==> config.mk <==
export PLATFORM = sky130hd
export DESIGN_NAME = link_probe_verdict_table
export DESIGN_NICKNAME = d
export VERILOG_FILES = /design/src/sv/lpvt_pkg.sv /design/src/sv/link_probe_verdict_table.sv /design/src/sv/lpvt_csr.sv /design/src/sv/lpvt_table.sv /design/src/sv/lpvt_update.sv
export SDC_FILE = /design/constraint.sdc
export NUM_CORES = 2
export LEC_CHECK = 0
export ABC_CLOCK_PERIOD_IN_PS = 21900
export BUFFER_PORTS_ARGS = -buffer_cell sky130_fd_sc_hd__buf_2
export CAP_MARGIN = 40
export CORE_MARGIN = 1.5
export CORE_UTILIZATION = 45
export DETAILED_ROUTE_END_ITERATION = 7
export PLACE_DENSITY = 0.7
export SLEW_MARGIN = 40
export SYNTH_ARGS = -nofsm -noshare
export SYNTH_HDL_FRONTEND = slang
export SYNTH_SLANG_ARGS = --single-unit
==> constraint.sdc <==
create_clock -name clock -period 21.9 [get_ports clock]
set_input_delay 4.38 -clock clock [delete_from_list [all_inputs] [get_ports clock]]
set_output_delay 4.38 -clock clock [all_outputs]
set_load 0.005 [all_outputs]
==> src/sv/lpvt_pkg.sv <==
// ----------------------------------------------------------------------------
// lpvt_pkg: shared types and constants of the link probe verdict table
// Holds the register map, the request and response codes, the register set
// and the response bundle that travel between the blocks of the table.
// ----------------------------------------------------------------------------
package lpvt_pkg;

   // Field widths fixed by the request and response formats
   localparam int unsigned TIME_W       = 48;
   localparam int unsigned INDEX_W      = 4;
   localparam int unsigned CODE_W       = 2;
   localparam int unsigned CAUSE_W      = 3;
   localparam int unsigned SECONDS_W    = 16;
   localparam int unsigned THRESHOLD_W  = 8;
   localparam int unsigned CSR_INDEX_W  = 3;
   localparam int unsigned CSR_DATA_W   = 16;

   // Seconds to milliseconds
   localparam int unsigned MS_PER_SECOND = 1000;
   localparam int unsigned MS_W          = SECONDS_W + 10;

   // Parameter defaults
   localparam int unsigned ENTRIES_DEFAULT   = 16;
   localparam int unsigned RUN_WIDTH_DEFAULT = 8;

   // Register map
   localparam logic [CSR_INDEX_W-1:0] CSR_INTERVAL_SECONDS  = 3'd0;
   localparam logic [CSR_INDEX_W-1:0] CSR_UP_THRESHOLD      = 3'd1;
   localparam logic [CSR_INDEX_W-1:0] CSR_DOWN_THRESHOLD    = 3'd2;
   localparam logic [CSR_INDEX_W-1:0] CSR_HOLD_DOWN_SECONDS = 3'd3;
   localparam logic [CSR_INDEX_W-1:0] CSR_LEASE_REQUIRED    = 3'd4;
   localparam logic [CSR_INDEX_W-1:0] CSR_START_FAIL_LIMIT  = 3'd5;

   // Register reset values
   localparam logic [SECONDS_W-1:0]   RST_INTERVAL_SECONDS  = 16'd10;
   localparam logic [THRESHOLD_W-1:0] RST_UP_THRESHOLD      = 8'd1;
   localparam logic [THRESHOLD_W-1:0] RST_DOWN_THRESHOLD    = 8'd1;
   localparam logic [SECONDS_W-1:0]   RST_HOLD_DOWN_SECONDS = 16'd0;
   localparam logic                   RST_LEASE_REQUIRED    = 1'b0;
   localparam logic [THRESHOLD_W-1:0] RST_START_FAIL_LIMIT  = 8'd3;

   // Request opcodes
   localparam logic OP_PROBE  = 1'b0;
   localparam logic OP_FORGET = 1'b1;

   // Probe result codes
   localparam logic [CODE_W-1:0] RC_OK          = 2'd0;
   localparam logic [CODE_W-1:0] RC_FAILED      = 2'd1;
   localparam logic [CODE_W-1:0] RC_NOT_STARTED = 2'd2;

   // Response causes
   localparam logic [CAUSE_W-1:0] CAUSE_OK          = 3'd0;
   localparam logic [CAUSE_W-1:0] CAUSE_FAILED      = 3'd1;
   localparam logic [CAUSE_W-1:0] CAUSE_NO_LEASE    = 3'd2;
   localparam logic [CAUSE_W-1:0] CAUSE_NOT_STARTED = 3'd3;
   localparam logic [CAUSE_W-1:0] CAUSE_SKIPPED     = 3'd4;

   // Shared policy registers
   typedef struct packed {
      logic [SECONDS_W-1:0]   interval_seconds;
      logic [THRESHOLD_W-1:0] up_threshold;
      logic [THRESHOLD_W-1:0] down_threshold;
      logic [SECONDS_W-1:0]   hold_down_seconds;
      logic                   lease_required;
      logic [THRESHOLD_W-1:0] start_fail_limit;
   } lpvt_cfg_type;

   // Single-bit state of one table entry
   typedef struct packed {
      logic present;
      logic verdict_has;
      logic verdict_val;
      logic due_armed;
      logic dwell_armed;
      logic aside;
   } lpvt_flags_type;

   localparam int unsigned FLAGS_W = $bits(lpvt_flags_type);

   // One response
   typedef struct packed {
      logic               accepted;
      logic [CAUSE_W-1:0] cause;
      logic               verdict_known;
      logic               verdict_up;
      logic               changed;
      logic               is_set_aside;
   } lpvt_rsp_type;

endpackage

==> src/sv/link_probe_verdict_table.sv <==
// ----------------------------------------------------------------------------
// link_probe_verdict_table: per-link reachability verdicts with hold-down
// Every request is handled as a read and an update: the entry is read from
// the table memory in the cycle the request is taken, and updated and
// written back in the next, so busy is high for one cycle after each start
// and a new request is taken only while busy is low. The response appears
// on the rsp_ ports for exactly one cycle, marked by rsp_strobe, in the
// cycle after the update cycle; the receiver cannot stall it and must
// capture it then. After reset the table reads as all clear at once. The
// user must write the policy registers on the csr_ port, which is always
// ready, only while no request is in flight; the block does not enforce it.
// ----------------------------------------------------------------------------
module link_probe_verdict_table #(
   parameter int unsigned ENTRIES   = lpvt_pkg::ENTRIES_DEFAULT,
   parameter int unsigned RUN_WIDTH = lpvt_pkg::RUN_WIDTH_DEFAULT
) (
   input  logic                             clock,
   input  logic                             reset,
   // Request channel
   input  logic                             start,
   output logic                             busy,
   input  logic                             req_opcode,
   input  logic [lpvt_pkg::INDEX_W-1:0]     req_entry_index,
   input  logic [lpvt_pkg::TIME_W-1:0]      req_now_ms,
   input  logic [lpvt_pkg::CODE_W-1:0]      req_result_code,
   input  logic                             req_dhcp_mode,
   input  logic                             req_has_lease,
   // Response channel
   output logic                             rsp_strobe,
   output logic                             rsp_accepted,
   output logic [lpvt_pkg::CAUSE_W-1:0]     rsp_cause,
   output logic                             rsp_verdict_known,
   output logic                             rsp_verdict_up,
   output logic                             rsp_changed,
   output logic                             rsp_is_set_aside,
   // Register write channel
   input  logic                             csr_valid,
   output logic                             csr_ready,
   input  logic [lpvt_pkg::CSR_INDEX_W-1:0] csr_index,
   input  logic [lpvt_pkg::CSR_DATA_W-1:0]  csr_wdata
);
   import lpvt_pkg::*;

   localparam int unsigned IDX_W = (ENTRIES > 1) ? $clog2(ENTRIES) : 1;
   localparam int unsigned EXT_W = IDX_W + INDEX_W;
   localparam int unsigned REC_W = FLAGS_W + 2 * TIME_W + 3 * RUN_WIDTH;
   localparam int unsigned CNT_W = 10;

   typedef enum logic [1:0] {
      ST_IDLE = 2'b01,
      ST_EXEC = 2'b10
   } state_type;

   state_type            state_ff, state_in;
   logic                 take;

   // Request capture
   logic                 op_ff;
   logic [INDEX_W-1:0]   idx_ff;
   logic [TIME_W-1:0]    now_ff;
   logic [CODE_W-1:0]    code_ff;
   logic                 wants_ff, lease_ff;
   logic [TIME_W-1:0]    due_sum_ff, due_sum_in;
   logic [TIME_W-1:0]    dwell_sum_ff, dwell_sum_in;

   // Response register
   logic                 strobe_ff, strobe_in;
   lpvt_rsp_type         rsp_ff;

   // Block connections
   lpvt_cfg_type         cfg;
   logic [MS_W-1:0]      interval_ms, hold_ms;
   logic [EXT_W-1:0]     rd_idx_ext, wr_idx_ext;
   logic [REC_W-1:0]     rd_rec, wr_rec;
   logic                 upd_wr_en, in_range;
   lpvt_rsp_type         upd_rsp;

   // Saturating time sum
   function automatic logic [TIME_W-1:0] time_after(
      input logic [TIME_W-1:0] now,
      input logic [MS_W-1:0]   ms
   );
      logic [TIME_W:0] sum;
      sum = {1'b0, now} + (TIME_W + 1)'(ms);
      return sum[TIME_W] ? '1 : sum[TIME_W-1:0];
   endfunction

   assign take      = start && !busy;
   assign busy      = (state_ff == ST_EXEC);
   assign csr_ready = 1'b1;

   // Policy registers
   lpvt_csr u_csr (
      .clock       (clock),
      .reset       (reset),
      .wr_en       (csr_valid && csr_ready),
      .wr_index    (csr_index),
      .wr_data     (csr_wdata),
      .cfg         (cfg),
      .interval_ms (interval_ms),
      .hold_ms     (hold_ms)
   );

   // Entry store
   assign rd_idx_ext = EXT_W'(req_entry_index);
   assign wr_idx_ext = EXT_W'(idx_ff);
   assign in_range   = (CNT_W'(idx_ff) < CNT_W'(ENTRIES));

   lpvt_table #(
      .ENTRIES (ENTRIES),
      .IDX_W   (IDX_W),
      .REC_W   (REC_W)
   ) u_table (
      .clock   (clock),
      .reset   (reset),
      .rd_en   (take),
      .rd_addr (rd_idx_ext[IDX_W-1:0]),
      .rd_data (rd_rec),
      .wr_en   (busy && upd_wr_en),
      .wr_addr (wr_idx_ext[IDX_W-1:0]),
      .wr_data (wr_rec)
   );

   // Entry update
   lpvt_update #(
      .RUN_WIDTH (RUN_WIDTH),
      .REC_W     (REC_W)
   ) u_update (
      .in_range    (in_range),
      .opcode      (op_ff),
      .now_ms      (now_ff),
      .result_code (code_ff),
      .dhcp_mode   (wants_ff),
      .has_lease   (lease_ff),
      .due_sum     (due_sum_ff),
      .dwell_sum   (dwell_sum_ff),
      .cfg         (cfg),
      .rd_rec      (rd_rec),
      .wr_en       (upd_wr_en),
      .wr_rec      (wr_rec),
      .rsp         (upd_rsp)
   );

   // Sequence: idle, then the update state
   always_comb begin
      state_in = state_ff;
      unique case (state_ff)
         ST_IDLE: if (take) begin
            state_in = ST_EXEC;
         end
         ST_EXEC: state_in = ST_IDLE;
         default: state_in = ST_IDLE;
      endcase
   end

   assign strobe_in    = busy;
   assign due_sum_in   = time_after(req_now_ms, interval_ms);
   assign dwell_sum_in = time_after(req_now_ms, hold_ms);

   always_ff @(posedge clock) begin
      if (reset) begin
         state_ff  <= ST_IDLE;
         strobe_ff <= 1'b0;
      end else begin
         state_ff  <= state_in;
         strobe_ff <= strobe_in;
      end
   end

   // Hold the request and its deadlines
   always_ff @(posedge clock) begin
      if (take) begin
         op_ff        <= req_opcode;
         idx_ff       <= req_entry_index;
         now_ff       <= req_now_ms;
         code_ff      <= req_result_code;
         wants_ff     <= req_dhcp_mode;
         lease_ff     <= req_has_lease;
         due_sum_ff   <= due_sum_in;
         dwell_sum_ff <= dwell_sum_in;
      end
   end

   // Register the response
   always_ff @(posedge clock) begin
      if (busy) begin
         rsp_ff <= upd_rsp;
      end
   end

   assign rsp_strobe        = strobe_ff;
   assign rsp_accepted      = rsp_ff.accepted;
   assign rsp_cause         = rsp_ff.cause;
   assign rsp_verdict_known = rsp_ff.verdict_known;
   assign rsp_verdict_up    = rsp_ff.verdict_up;
   assign rsp_changed       = rsp_ff.changed;
   assign rsp_is_set_aside  = rsp_ff.is_set_aside;

   // Update cycle lasts exactly one clock
   a_exec_one_cycle: assert property (@(posedge clock) disable iff (reset)
      (state_ff == ST_EXEC) |=> (state_ff == ST_IDLE))
      else $error("update cycle did not end");

   // A response follows each update cycle and nothing else
   a_strobe_after_exec: assert property (@(posedge clock) disable iff (reset)
      busy |=> rsp_strobe)
      else $error("response missing after update");

   // A taken result never reports a skip
   a_accepted_cause: assert property (@(posedge clock) disable iff (reset)
      (rsp_strobe && rsp_accepted) |-> (rsp_cause != CAUSE_SKIPPED))
      else $error("taken result reported as skipped");

   // An entry only becomes set aside through a start failure
   a_aside_cause: assert property (@(posedge clock) disable iff (reset)
      (rsp_strobe && rsp_accepted && rsp_is_set_aside) |->
      (rsp_cause == CAUSE_NOT_STARTED))
      else $error("set aside without start failure");

   // A verdict of up implies a known verdict
   a_verdict_known: assert property (@(posedge clock) disable iff (reset)
      (rsp_strobe && rsp_verdict_up) |-> rsp_verdict_known)
      else $error("verdict up without known verdict");

endmodule

==> src/sv/lpvt_csr.sv <==
// ----------------------------------------------------------------------------
// lpvt_csr: policy register set
// Holds the six shared policy registers and keeps the interval and hold-down
// times converted to milliseconds in registers of their own.
// ----------------------------------------------------------------------------
module lpvt_csr (
   input  logic                             clock,
   input  logic                             reset,
   input  logic                             wr_en,
   input  logic [lpvt_pkg::CSR_INDEX_W-1:0] wr_index,
   input  logic [lpvt_pkg::CSR_DATA_W-1:0]  wr_data,
   output lpvt_pkg::lpvt_cfg_type           cfg,
   output logic [lpvt_pkg::MS_W-1:0]        interval_ms,
   output logic [lpvt_pkg::MS_W-1:0]        hold_ms
);
   import lpvt_pkg::*;

   lpvt_cfg_type     cfg_ff, cfg_in;
   logic [MS_W-1:0]  interval_ms_ff, interval_ms_in;
   logic [MS_W-1:0]  hold_ms_ff, hold_ms_in;

   // Decode a register write
   always_comb begin
      cfg_in = cfg_ff;
      if (wr_en) begin
         unique case (wr_index)
            CSR_INTERVAL_SECONDS:  cfg_in.interval_seconds  = wr_data;
            CSR_UP_THRESHOLD:      cfg_in.up_threshold      = wr_data[THRESHOLD_W-1:0];
            CSR_DOWN_THRESHOLD:    cfg_in.down_threshold    = wr_data[THRESHOLD_W-1:0];
            CSR_HOLD_DOWN_SECONDS: cfg_in.hold_down_seconds = wr_data;
            CSR_LEASE_REQUIRED:    cfg_in.lease_required    = wr_data[0];
            CSR_START_FAIL_LIMIT:  cfg_in.start_fail_limit  = wr_data[THRESHOLD_W-1:0];
            default:               cfg_in = cfg_ff;
         endcase
      end
   end

   // Convert seconds to milliseconds from the next register value, so the
   // millisecond copies change at the same edge as the seconds
   assign interval_ms_in = MS_W'(cfg_in.interval_seconds) * MS_W'(MS_PER_SECOND);
   assign hold_ms_in     = MS_W'(cfg_in.hold_down_seconds) * MS_W'(MS_PER_SECOND);

   always_ff @(posedge clock) begin
      if (reset) begin
         cfg_ff.interval_seconds  <= RST_INTERVAL_SECONDS;
         cfg_ff.up_threshold      <= RST_UP_THRESHOLD;
         cfg_ff.down_threshold    <= RST_DOWN_THRESHOLD;
         cfg_ff.hold_down_seconds <= RST_HOLD_DOWN_SECONDS;
         cfg_ff.lease_required    <= RST_LEASE_REQUIRED;
         cfg_ff.start_fail_limit  <= RST_START_FAIL_LIMIT;
         interval_ms_ff           <= MS_W'(RST_INTERVAL_SECONDS) * MS_W'(MS_PER_SECOND);
         hold_ms_ff               <= MS_W'(RST_HOLD_DOWN_SECONDS) * MS_W'(MS_PER_SECOND);
      end else begin
         cfg_ff         <= cfg_in;
         interval_ms_ff <= interval_ms_in;
         hold_ms_ff     <= hold_ms_in;
      end
   end

   assign cfg         = cfg_ff;
   assign interval_ms = interval_ms_ff;
   assign hold_ms     = hold_ms_ff;

endmodule

==> src/sv/lpvt_table.sv <==
// ----------------------------------------------------------------------------
// lpvt_table: entry store
// Synchronous single-port-read, single-port-write memory of entry records
// with a registered read. A valid bit per entry makes entries that
// were never written since reset read as all zero.
// ----------------------------------------------------------------------------
module lpvt_table #(
   parameter int unsigned ENTRIES = 16,
   parameter int unsigned IDX_W   = 4,
   parameter int unsigned REC_W   = 128
) (
   input  logic             clock,
   input  logic             reset,
   input  logic             rd_en,
   input  logic [IDX_W-1:0] rd_addr,
   output logic [REC_W-1:0] rd_data,
   input  logic             wr_en,
   input  logic [IDX_W-1:0] wr_addr,
   input  logic [REC_W-1:0] wr_data
);

   logic [REC_W-1:0]   mem [ENTRIES];
   logic [ENTRIES-1:0] valid_ff, valid_in;
   logic [REC_W-1:0]   rdata_ff;
   logic               rvalid_ff, rvalid_in;

   // Mark an entry valid on its first write
   always_comb begin
      valid_in = valid_ff;
      if (wr_en) begin
         valid_in[wr_addr] = 1'b1;
      end
   end

   assign rvalid_in = rd_en ? valid_ff[rd_addr] : rvalid_ff;

   always_ff @(posedge clock) begin
      if (reset) begin
         valid_ff  <= '0;
         rvalid_ff <= 1'b0;
      end else begin
         valid_ff  <= valid_in;
         rvalid_ff <= rvalid_in;
      end
   end

   // Write port
   always_ff @(posedge clock) begin
      if (wr_en) begin
         mem[wr_addr] <= wr_data;
      end
   end

   // Registered read port
   always_ff @(posedge clock) begin
      if (rd_en) begin
         rdata_ff <= mem[rd_addr];
      end
   end

   // Never-written entries read as reset state
   assign rd_data = rvalid_ff ? rdata_ff : '0;

endmodule

==> src/sv/lpvt_update.sv <==
// ----------------------------------------------------------------------------
// lpvt_update: entry update logic
// Takes the entry record read from the store and the registered request,
// applies the due check, lease gate, run counters, set-aside and hold-down
// rules, and returns the record to write back and the response.
// ----------------------------------------------------------------------------
module lpvt_update #(
   parameter int unsigned RUN_WIDTH = 8,
   parameter int unsigned REC_W     = 6 + 2 * 48 + 3 * 8
) (
   input  logic                          in_range,
   input  logic                          opcode,
   input  logic [lpvt_pkg::TIME_W-1:0]   now_ms,
   input  logic [lpvt_pkg::CODE_W-1:0]   result_code,
   input  logic                          dhcp_mode,
   input  logic                          has_lease,
   input  logic [lpvt_pkg::TIME_W-1:0]   due_sum,
   input  logic [lpvt_pkg::TIME_W-1:0]   dwell_sum,
   input  lpvt_pkg::lpvt_cfg_type        cfg,
   input  logic [REC_W-1:0]              rd_rec,
   output logic                          wr_en,
   output logic [REC_W-1:0]              wr_rec,
   output lpvt_pkg::lpvt_rsp_type        rsp
);
   import lpvt_pkg::*;

   localparam int unsigned CMP_W = (RUN_WIDTH > THRESHOLD_W) ? RUN_WIDTH : THRESHOLD_W;
   localparam logic [RUN_WIDTH-1:0] RUN_MAX = '1;

   lpvt_flags_type       cur_flags, nxt_flags;
   logic [TIME_W-1:0]    cur_due, cur_dwell, nxt_due, nxt_dwell;
   logic [RUN_WIDTH-1:0] cur_srun, cur_frun, cur_sfrun;
   logic [RUN_WIDTH-1:0] nxt_srun, nxt_frun, nxt_sfrun;
   logic [RUN_WIDTH-1:0] bump_srun, bump_frun, bump_sfrun;
   logic                 is_due, held, lease_fail;

   // Unpack the record
   assign cur_flags = lpvt_flags_type'(rd_rec[REC_W-1 -: FLAGS_W]);
   assign cur_due   = rd_rec[3*RUN_WIDTH+2*TIME_W-1 -: TIME_W];
   assign cur_dwell = rd_rec[3*RUN_WIDTH+TIME_W-1 -: TIME_W];
   assign cur_srun  = rd_rec[3*RUN_WIDTH-1 -: RUN_WIDTH];
   assign cur_frun  = rd_rec[2*RUN_WIDTH-1 -: RUN_WIDTH];
   assign cur_sfrun = rd_rec[RUN_WIDTH-1:0];

   // Saturating run increments
   assign bump_srun  = (cur_srun  == RUN_MAX) ? RUN_MAX : cur_srun  + 1'b1;
   assign bump_frun  = (cur_frun  == RUN_MAX) ? RUN_MAX : cur_frun  + 1'b1;
   assign bump_sfrun = (cur_sfrun == RUN_MAX) ? RUN_MAX : cur_sfrun + 1'b1;

   // Time checks against the stored deadlines
   assign is_due     = !(cur_flags.due_armed && (now_ms < cur_due));
   assign held       = cur_flags.dwell_armed && (now_ms < cur_dwell);
   assign lease_fail = cfg.lease_required && dhcp_mode && !has_lease;

   always_comb begin
      nxt_flags = cur_flags;
      nxt_due   = cur_due;
      nxt_dwell = cur_dwell;
      nxt_srun  = cur_srun;
      nxt_frun  = cur_frun;
      nxt_sfrun = cur_sfrun;
      wr_en     = 1'b0;
      rsp       = '0;
      rsp.cause = CAUSE_SKIPPED;

      if (!in_range) begin
         // Out of table: leave everything, report skip
         wr_en = 1'b0;
      end else if (opcode == OP_FORGET) begin
         // Drop the entry
         wr_en       = 1'b1;
         rsp.changed = cur_flags.present;
         nxt_flags   = '0;
         nxt_due     = '0;
         nxt_dwell   = '0;
         nxt_srun    = '0;
         nxt_frun    = '0;
         nxt_sfrun   = '0;
      end else begin
         wr_en             = 1'b1;
         nxt_flags.present = 1'b1;
         if (is_due) begin
            // Rearm the interval
            nxt_flags.due_armed = 1'b1;
            nxt_due             = due_sum;
            if (!cur_flags.aside) begin
               rsp.accepted = 1'b1;
               priority if (!lease_fail && (result_code == RC_NOT_STARTED)) begin
                  // Probe could not start: count toward set-aside
                  rsp.cause = CAUSE_NOT_STARTED;
                  nxt_sfrun = bump_sfrun;
                  if (CMP_W'(bump_sfrun) >= CMP_W'(cfg.start_fail_limit)) begin
                     nxt_flags.aside = 1'b1;
                     if (cur_flags.verdict_has) begin
                        nxt_flags.verdict_has = 1'b0;
                        nxt_flags.verdict_val = 1'b0;
                        rsp.changed           = 1'b1;
                     end
                  end
               end else if (!lease_fail && (result_code == RC_OK)) begin
                  // Success run
                  rsp.cause = CAUSE_OK;
                  nxt_sfrun = '0;
                  nxt_frun  = '0;
                  nxt_srun  = bump_srun;
                  if (!held && (CMP_W'(bump_srun) >= CMP_W'(cfg.up_threshold)) &&
                      !(cur_flags.verdict_has && cur_flags.verdict_val)) begin
                     nxt_flags.verdict_has = 1'b1;
                     nxt_flags.verdict_val = 1'b1;
                     nxt_flags.dwell_armed = (cfg.hold_down_seconds != '0);
                     nxt_dwell             = (cfg.hold_down_seconds != '0) ? dwell_sum : '0;
                     rsp.changed           = 1'b1;
                  end
               end else begin
                  // Failure run, including lease gate and unused code
                  rsp.cause = lease_fail ? CAUSE_NO_LEASE : CAUSE_FAILED;
                  nxt_sfrun = '0;
                  nxt_srun  = '0;
                  nxt_frun  = bump_frun;
                  if (!held && (CMP_W'(bump_frun) >= CMP_W'(cfg.down_threshold)) &&
                      !(cur_flags.verdict_has && !cur_flags.verdict_val)) begin
                     nxt_flags.verdict_has = 1'b1;
                     nxt_flags.verdict_val = 1'b0;
                     nxt_flags.dwell_armed = (cfg.hold_down_seconds != '0);
                     nxt_dwell             = (cfg.hold_down_seconds != '0) ? dwell_sum : '0;
                     rsp.changed           = 1'b1;
                  end
               end
            end
         end
      end

      // Report the entry state after the request
      if (in_range) begin
         rsp.verdict_known = nxt_flags.verdict_has;
         rsp.verdict_up    = nxt_flags.verdict_val;
         rsp.is_set_aside  = nxt_flags.aside;
      end
   end

   // Pack the record
   assign wr_rec = {nxt_flags, nxt_due, nxt_dwell, nxt_srun, nxt_frun, nxt_sfrun};

endmodule
# == Word level (Yosys, flattened, before mapping) ==
# Memories as Yosys holds them, arrays and structs flattened. A register that Yosys moved wholly into a read port is not among the register bits.
# Cells that the tools add are included.
# totals
rom_bits,0
elab_cells,158
latchBits,0
ram_bits,2016
memories,1
register_bits,290
# mem_list
name,depth,width,read_ports,rd_ports_with_merged_regs,write_ports,line_no,source
u_table.mem,16,126,1,1,1,lpvt_table.sv:22,logic [REC_W-1:0] mem [ENTRIES];
# op_classes
shifts,0
n_addsub,5
n_bitwise,2
eq_ne,11
n_mul,2
n_mux,70
order_cmp,8
reduce_logical,31
n_div,0
# ops
cell,n
$mux W48,10
$mux W8,20
$mux W126,1
$add A48 B26 Y49,2
$lt A48 B48 Y1,2
$mux W57,1
$mul A16 B7 Y23 const B,2
$mux W16,2
$add A8 B1 Y8 const B,3
$eq A8 B8 Y1 const B,3
$ge A8 B8 Y1,3
$mux W1,21
$mux W2,8
$or A16 B16 Y16,1
$reduce_bool A16 Y1,1
$logic_and A1 B1 Y1,14
$lt A4 B5 Y1 const B,2
$reduce_and A2 Y1,4
$logic_not A1 Y1,7
$eq A3 B2 Y1 const B,2
$eq A3 B3 Y1 const B,2
$mux W3,2
$mux W6,1
$mux W5,1
12 further kinds,14

# == Longest topological paths before layout ==
# depth
word_depth,12
ltp_mapped,23
ltp_nobuf,21

# == Modules after synthesis ==
# Synthesis repeated with hierarchy kept, for this count alone.
# hier_totals
cells_unflattened,5736
area_unflattened_um2,103922.2
# by_module_without_submodules
module,seq_area_each_um2,area_each_um2,cells_per_inst,n_inst
lpvt_table,64662.0,81184.1,3307,1
link_probe_verdict_table,4894.7,8932.3,795,1
lpvt_csr,1981.9,8697.1,909,1
lpvt_update,0.0,5108.6,725,1

# == Worst setup path before layout ==
# No wires, ideal clock.
# synth_path
path_kind,input port to flip-flop
from,input start
to,register u_table.rvalid_ff
arrival_time_ps,11335
cell_stages,3
setup_ps,138
slack_ps,10428
required_ps,21762
n_path_buf,0
cell_sequence,and2_1 > mux2i_1 > nor2_1
# synth_via
elab_chain_cells,1
# synth_lines
item,line_no,source
from (decl),link_probe_verdict_table.sv:20,"input logic start,"
$logic_and A1 B1 Y1,link_probe_verdict_table.sv:88,assign take = start && !busy;
to (signal assigned),lpvt_table.sv:43,rvalid_ff <= rvalid_in;
to (decl),lpvt_table.sv:25,"logic rvalid_ff, rvalid_in;"
# Every way passes these cells.
# A chain may end at the register's enable or synchronous reset.

# == Worst setup path after layout ==
# layout_path
from,input csr_index[2] (netlist name)
to,register u_csr.hold_ms_ff[24] (netlist: u_csr.hold_ms[24])
# layout_via
elab_chain_cells,4
# layout_lines
item,line_no,source
from (decl),link_probe_verdict_table.sv:39,"input logic [lpvt_pkg::CSR_INDEX_W-1:0] csr_index,"
$eq A3 B2 Y1,lpvt_csr.sv:26,unique case (wr_index)
$mux W16,lpvt_csr.sv:26,
$mux W57,lpvt_csr.sv:25,if (wr_en) begin
$mul A16 B7 Y23,lpvt_csr.sv:41,assign hold_ms_in = MS_W'(cfg_in.hold_down_seconds) * MS_W'(MS_PER_SECOND);
to (signal assigned),lpvt_csr.sv:52,hold_ms_ff <= MS_W'(RST_HOLD_DOWN_SECONDS) * MS_W'(MS_PER_SECOND);
to (signal assigned),lpvt_csr.sv:56,hold_ms_ff <= hold_ms_in;
to (decl),lpvt_csr.sv:20,"logic [MS_W-1:0] hold_ms_ff, hold_ms_in;"
# Every way passes these cells.

==> flow_summary.json <==
{
  "startpoint_type": "input port",
  "power_density_nw_per_um2": 87.4,
  "pwr-share-seq_pct": 52.0,
  "cts_buffers": 236,
  "drc": 0,
  "slew_headroom_pct": 40.0,
  "track_usage_pct": 21.8,
  "clk_path_buf_depth": 3,
  "fin_util_pct": 51.1,
  "tightest_slew_ps": 900,
  "h-tree-depth": 4,
  "synth_fp_nets": 5898,
  "viasPerCell": 5.95,
  "maxCapViolations": 0,
  "rsz0062_at_grt": "no",
  "crit_fanout": 16,
  "pwr-share-clk_pct": 40.6,
  "totalWireLength_um": 250000,
  "cts_sinks": 2422,
  "wire_per_inst_um": 28.1,
  "die_area_um2": 229000,
  "dpl_cell_area_um2": 107000,
  "coreArea_um2": 225000,
  "grt_pass1_wl_um": 368000,
  "grt_pass1_vias": 54500,
  "vias": 52900,
  "dp_hpwl_um": 144000,
  "fill_cells": 17700,
  "endpoint_kind": "register",
  "tns_ps": 0,
  "final-setup-viol-count": 0,
  "grt_max_degree": 136,
  "cpMostUsedCell": "fa_1",
  "die_h_um": 479,
  "cts_hold_buffers": 0,
  "nets": 6124,
  "layout_common_cells": "edfxtp_1, mux4_2, nand2_1",
  "fin_skew_ps": 56.5,
  "critical_path_required_ps": 22650,
  "drtPass1Iterations": 6,
  "synthCells": 5461,
  "ys_ff_latch": 2422,
  "crit_chain": "buf_2 -> nand4b_1 -> buf_4 -> mux2i_1 -> xor2_1 -> ha_1 -> inv_1 -> fa_1 -> fa_1 -> fa_1 -> inv_1 -> ha_1 -> a211oi_1 -> o211ai_1 -> and4b_1 -> o41a_1 -> or4_1 -> a31oi_1 -> a21oi_1 -> xnor2_1 -> nor2_1",
  "netSwitchingPower_mw": 2.26,
  "ant_nets": 0,
  "port_buffers": 89,
  "final_common_cell": "edfxtp_1",
  "critical_path_arrival_ps": 10310,
  "fin_crit_ps": 9560,
  "yosysWarnings": 0,
  "drive_gt1_share_pct": 23.1,
  "status": "completed",
  "grt_overflow_total": 0,
  "start_util_pct": 45.3,
  "cts_resized": 0,
  "drtIter0Drc": 6433,
  "critical_path.top_delay_family": "adder cells",
  "maxSlewViolCount": 0,
  "synth_cell_types": 80,
  "hold_viol": 0,
  "post-route-period-util_pct": 43.7,
  "area_growth_pct": 12.7,
  "switching_share_pct": 22.5,
  "rows": 174,
  "cts-root-buf": "clkbuf_16",
  "grt_antenna_before_repair": 14,
  "clkTransAtPathRegs_ps": 60,
  "synthFlopType": "edfxtp_1",
  "crit_slowest_cell": "mux2i_1",
  "p_leak_nw": 36.6,
  "total_power_mw": 10.0,
  "crit_buf_inv": 4,
  "clkLatencyLatePin_ps": 890,
  "die_w_um": 479,
  "critical_path_class": "in2reg",
  "gp_congestion": 0.882,
  "max_freq_ghz": 0.105,
  "cts_tree": "done",
  "synthArstFlopShare_pct": 0,
  "combPwrFrac_pct": 7.4,
  "io_pins": 91,
  "syn_avg_cell_area_um2": 18.7,
  "power.internal_mw": 7.78,
  "ys_seq_area_share_pct": 70.2,
  "stdcell_area_um2": 115000,
  "critPathMaxStageDelay_ps": 660,
  "cts_setup_buffers": 0,
  "syn_area_um2": 102000,
  "hp-class": "reg2reg",
  "vdd_ir_drop_max_uv": 70.4,
  "synth-edff-count": 2303
}
-- worst register-to-register path: cells and delay by family, from the launching register on --
| kind | cells | cell delay (ps) |
|---|---|---|
| flops | 1 | 590 |
| buf+inv | 5 | 2420 |
| compound gates | 4 | 1330 |
| simple gates | 5 | 2450 |
| fa+ha+maj | 1 | 370 |
-- worst paths after layout --
check	slack (ps)	start	cells after the start	to
worst max-delay path	12340	csr_index[2]	21	u_csr.hold_ms[24]$_SDFF_PP0_
worst max register to register	14460	u_table.rvalid_ff$_SDFFE_PP0P_	15	u_table.mem[10][23]$_DFFE_PP_
worst min-delay path	440	state_ff[1]$_SDFFE_PP0P_	1	state_ff[1]$_SDFFE_PP0P_
worst min register to register	440	state_ff[1]$_SDFFE_PP0P_	1	state_ff[1]$_SDFFE_PP0P_
-- metal layers --
metal  vias up  track usage, %  share of wire, %
met5         -               0             0.010
met4         4            6.85               3.0
met3       357            2.99               7.0
met2      2163            35.5                49
met1     28000            30.6                41
li1      22400               -                 -
-- registers in the layout, indices dropped and copies added (netlist names), 3 cells and up --
| signal | flops |
|---|---|
| u_csr.hold_ms | 23 |
| u_table.rdata_ff | 126 |
| u_csr.cfg | 53 |
| u_table.valid_ff | 16 |
| rsp_cause | 3 |
| due_sum_ff | 48 |
| u_csr.interval_ms | 23 |
| u_table.mem | 2016 |
| now_ff | 48 |
| idx_ff | 4 |
| dwell_sum_ff | 48 |
-- synth_stat cells (57+ instances only) --
cell         n  area (um^2)
nand2_1    343         1290
edfxtp_1  2303        69200
xnor2_1     68          596
mux4_2     622        14000
dfxtp_1    119         2380
fa_1        95         1900
ha_1       262         3280
a21oi_1    174          871
clkbuf_1   168          631
o21ai_0     85          425
nor2_1     198          743
nand3_1     57          285
inv_1      200          751
or2_2       62          388
a21o_1      57          428
-- metrics by stage --
stage               hold slack [ps]  setup WS [ps]  instances
finish                          439          12340       8888
global route                    444          11950       8882
CTS                             438          12210       8872
detailed placement              428          11310       8434
global placement                418          11010       8420
floorplan                       412          10430       5461
-- power by group through the flow --
stage / clock network (mW) / registers, mW / logic (mW)
6_report: 4.08 / 5.22 / 0.748
5_1_grt: 4.31 / 5.22 / 0.822
4_1_cts: 4.14 / 5.22 / 0.748
3_5_place_dp: 0 / 5.32 / 0.744
3_3_place_gp: 0 / 5.32 / 0.720
2_1_floorplan: 0 / 5.30 / 0.515
-- logic make-up (layout without fill, tap and decap cells) --
family / after synthesis / count (layout) / synth area share, %
flip-flops: 2422 / 2422 / 70.2
AND/OR/NAND/NOR: 908 / 908 / 4.20
multiplexers: 679 / 679 / 14.3
AO/OA/AOI/OAI: 545 / 545 / 3.57
buffers and inverters: 431 / 857 / 1.64
adder cells (fa/ha/maj): 362 / 362 / 5.13
XOR/XNOR: 113 / 113 / 0.971
other: 1 / 10 / 0.00368
-- area by class of cell --
cell class                 instances  area, um^2  area share [%]
clock inverter                   166        1740            1.51
tap                             2992        3740            3.26
timing repair buffer             218        1890            1.64
clock buffer                     272        6080            5.29
sequential                      2422       71500            62.2
multi-input combinational       2608       29200            25.4
inverter                         201         754           0.656
antenna                            9        22.5          0.0196
(Power assumes the default switching activity.)
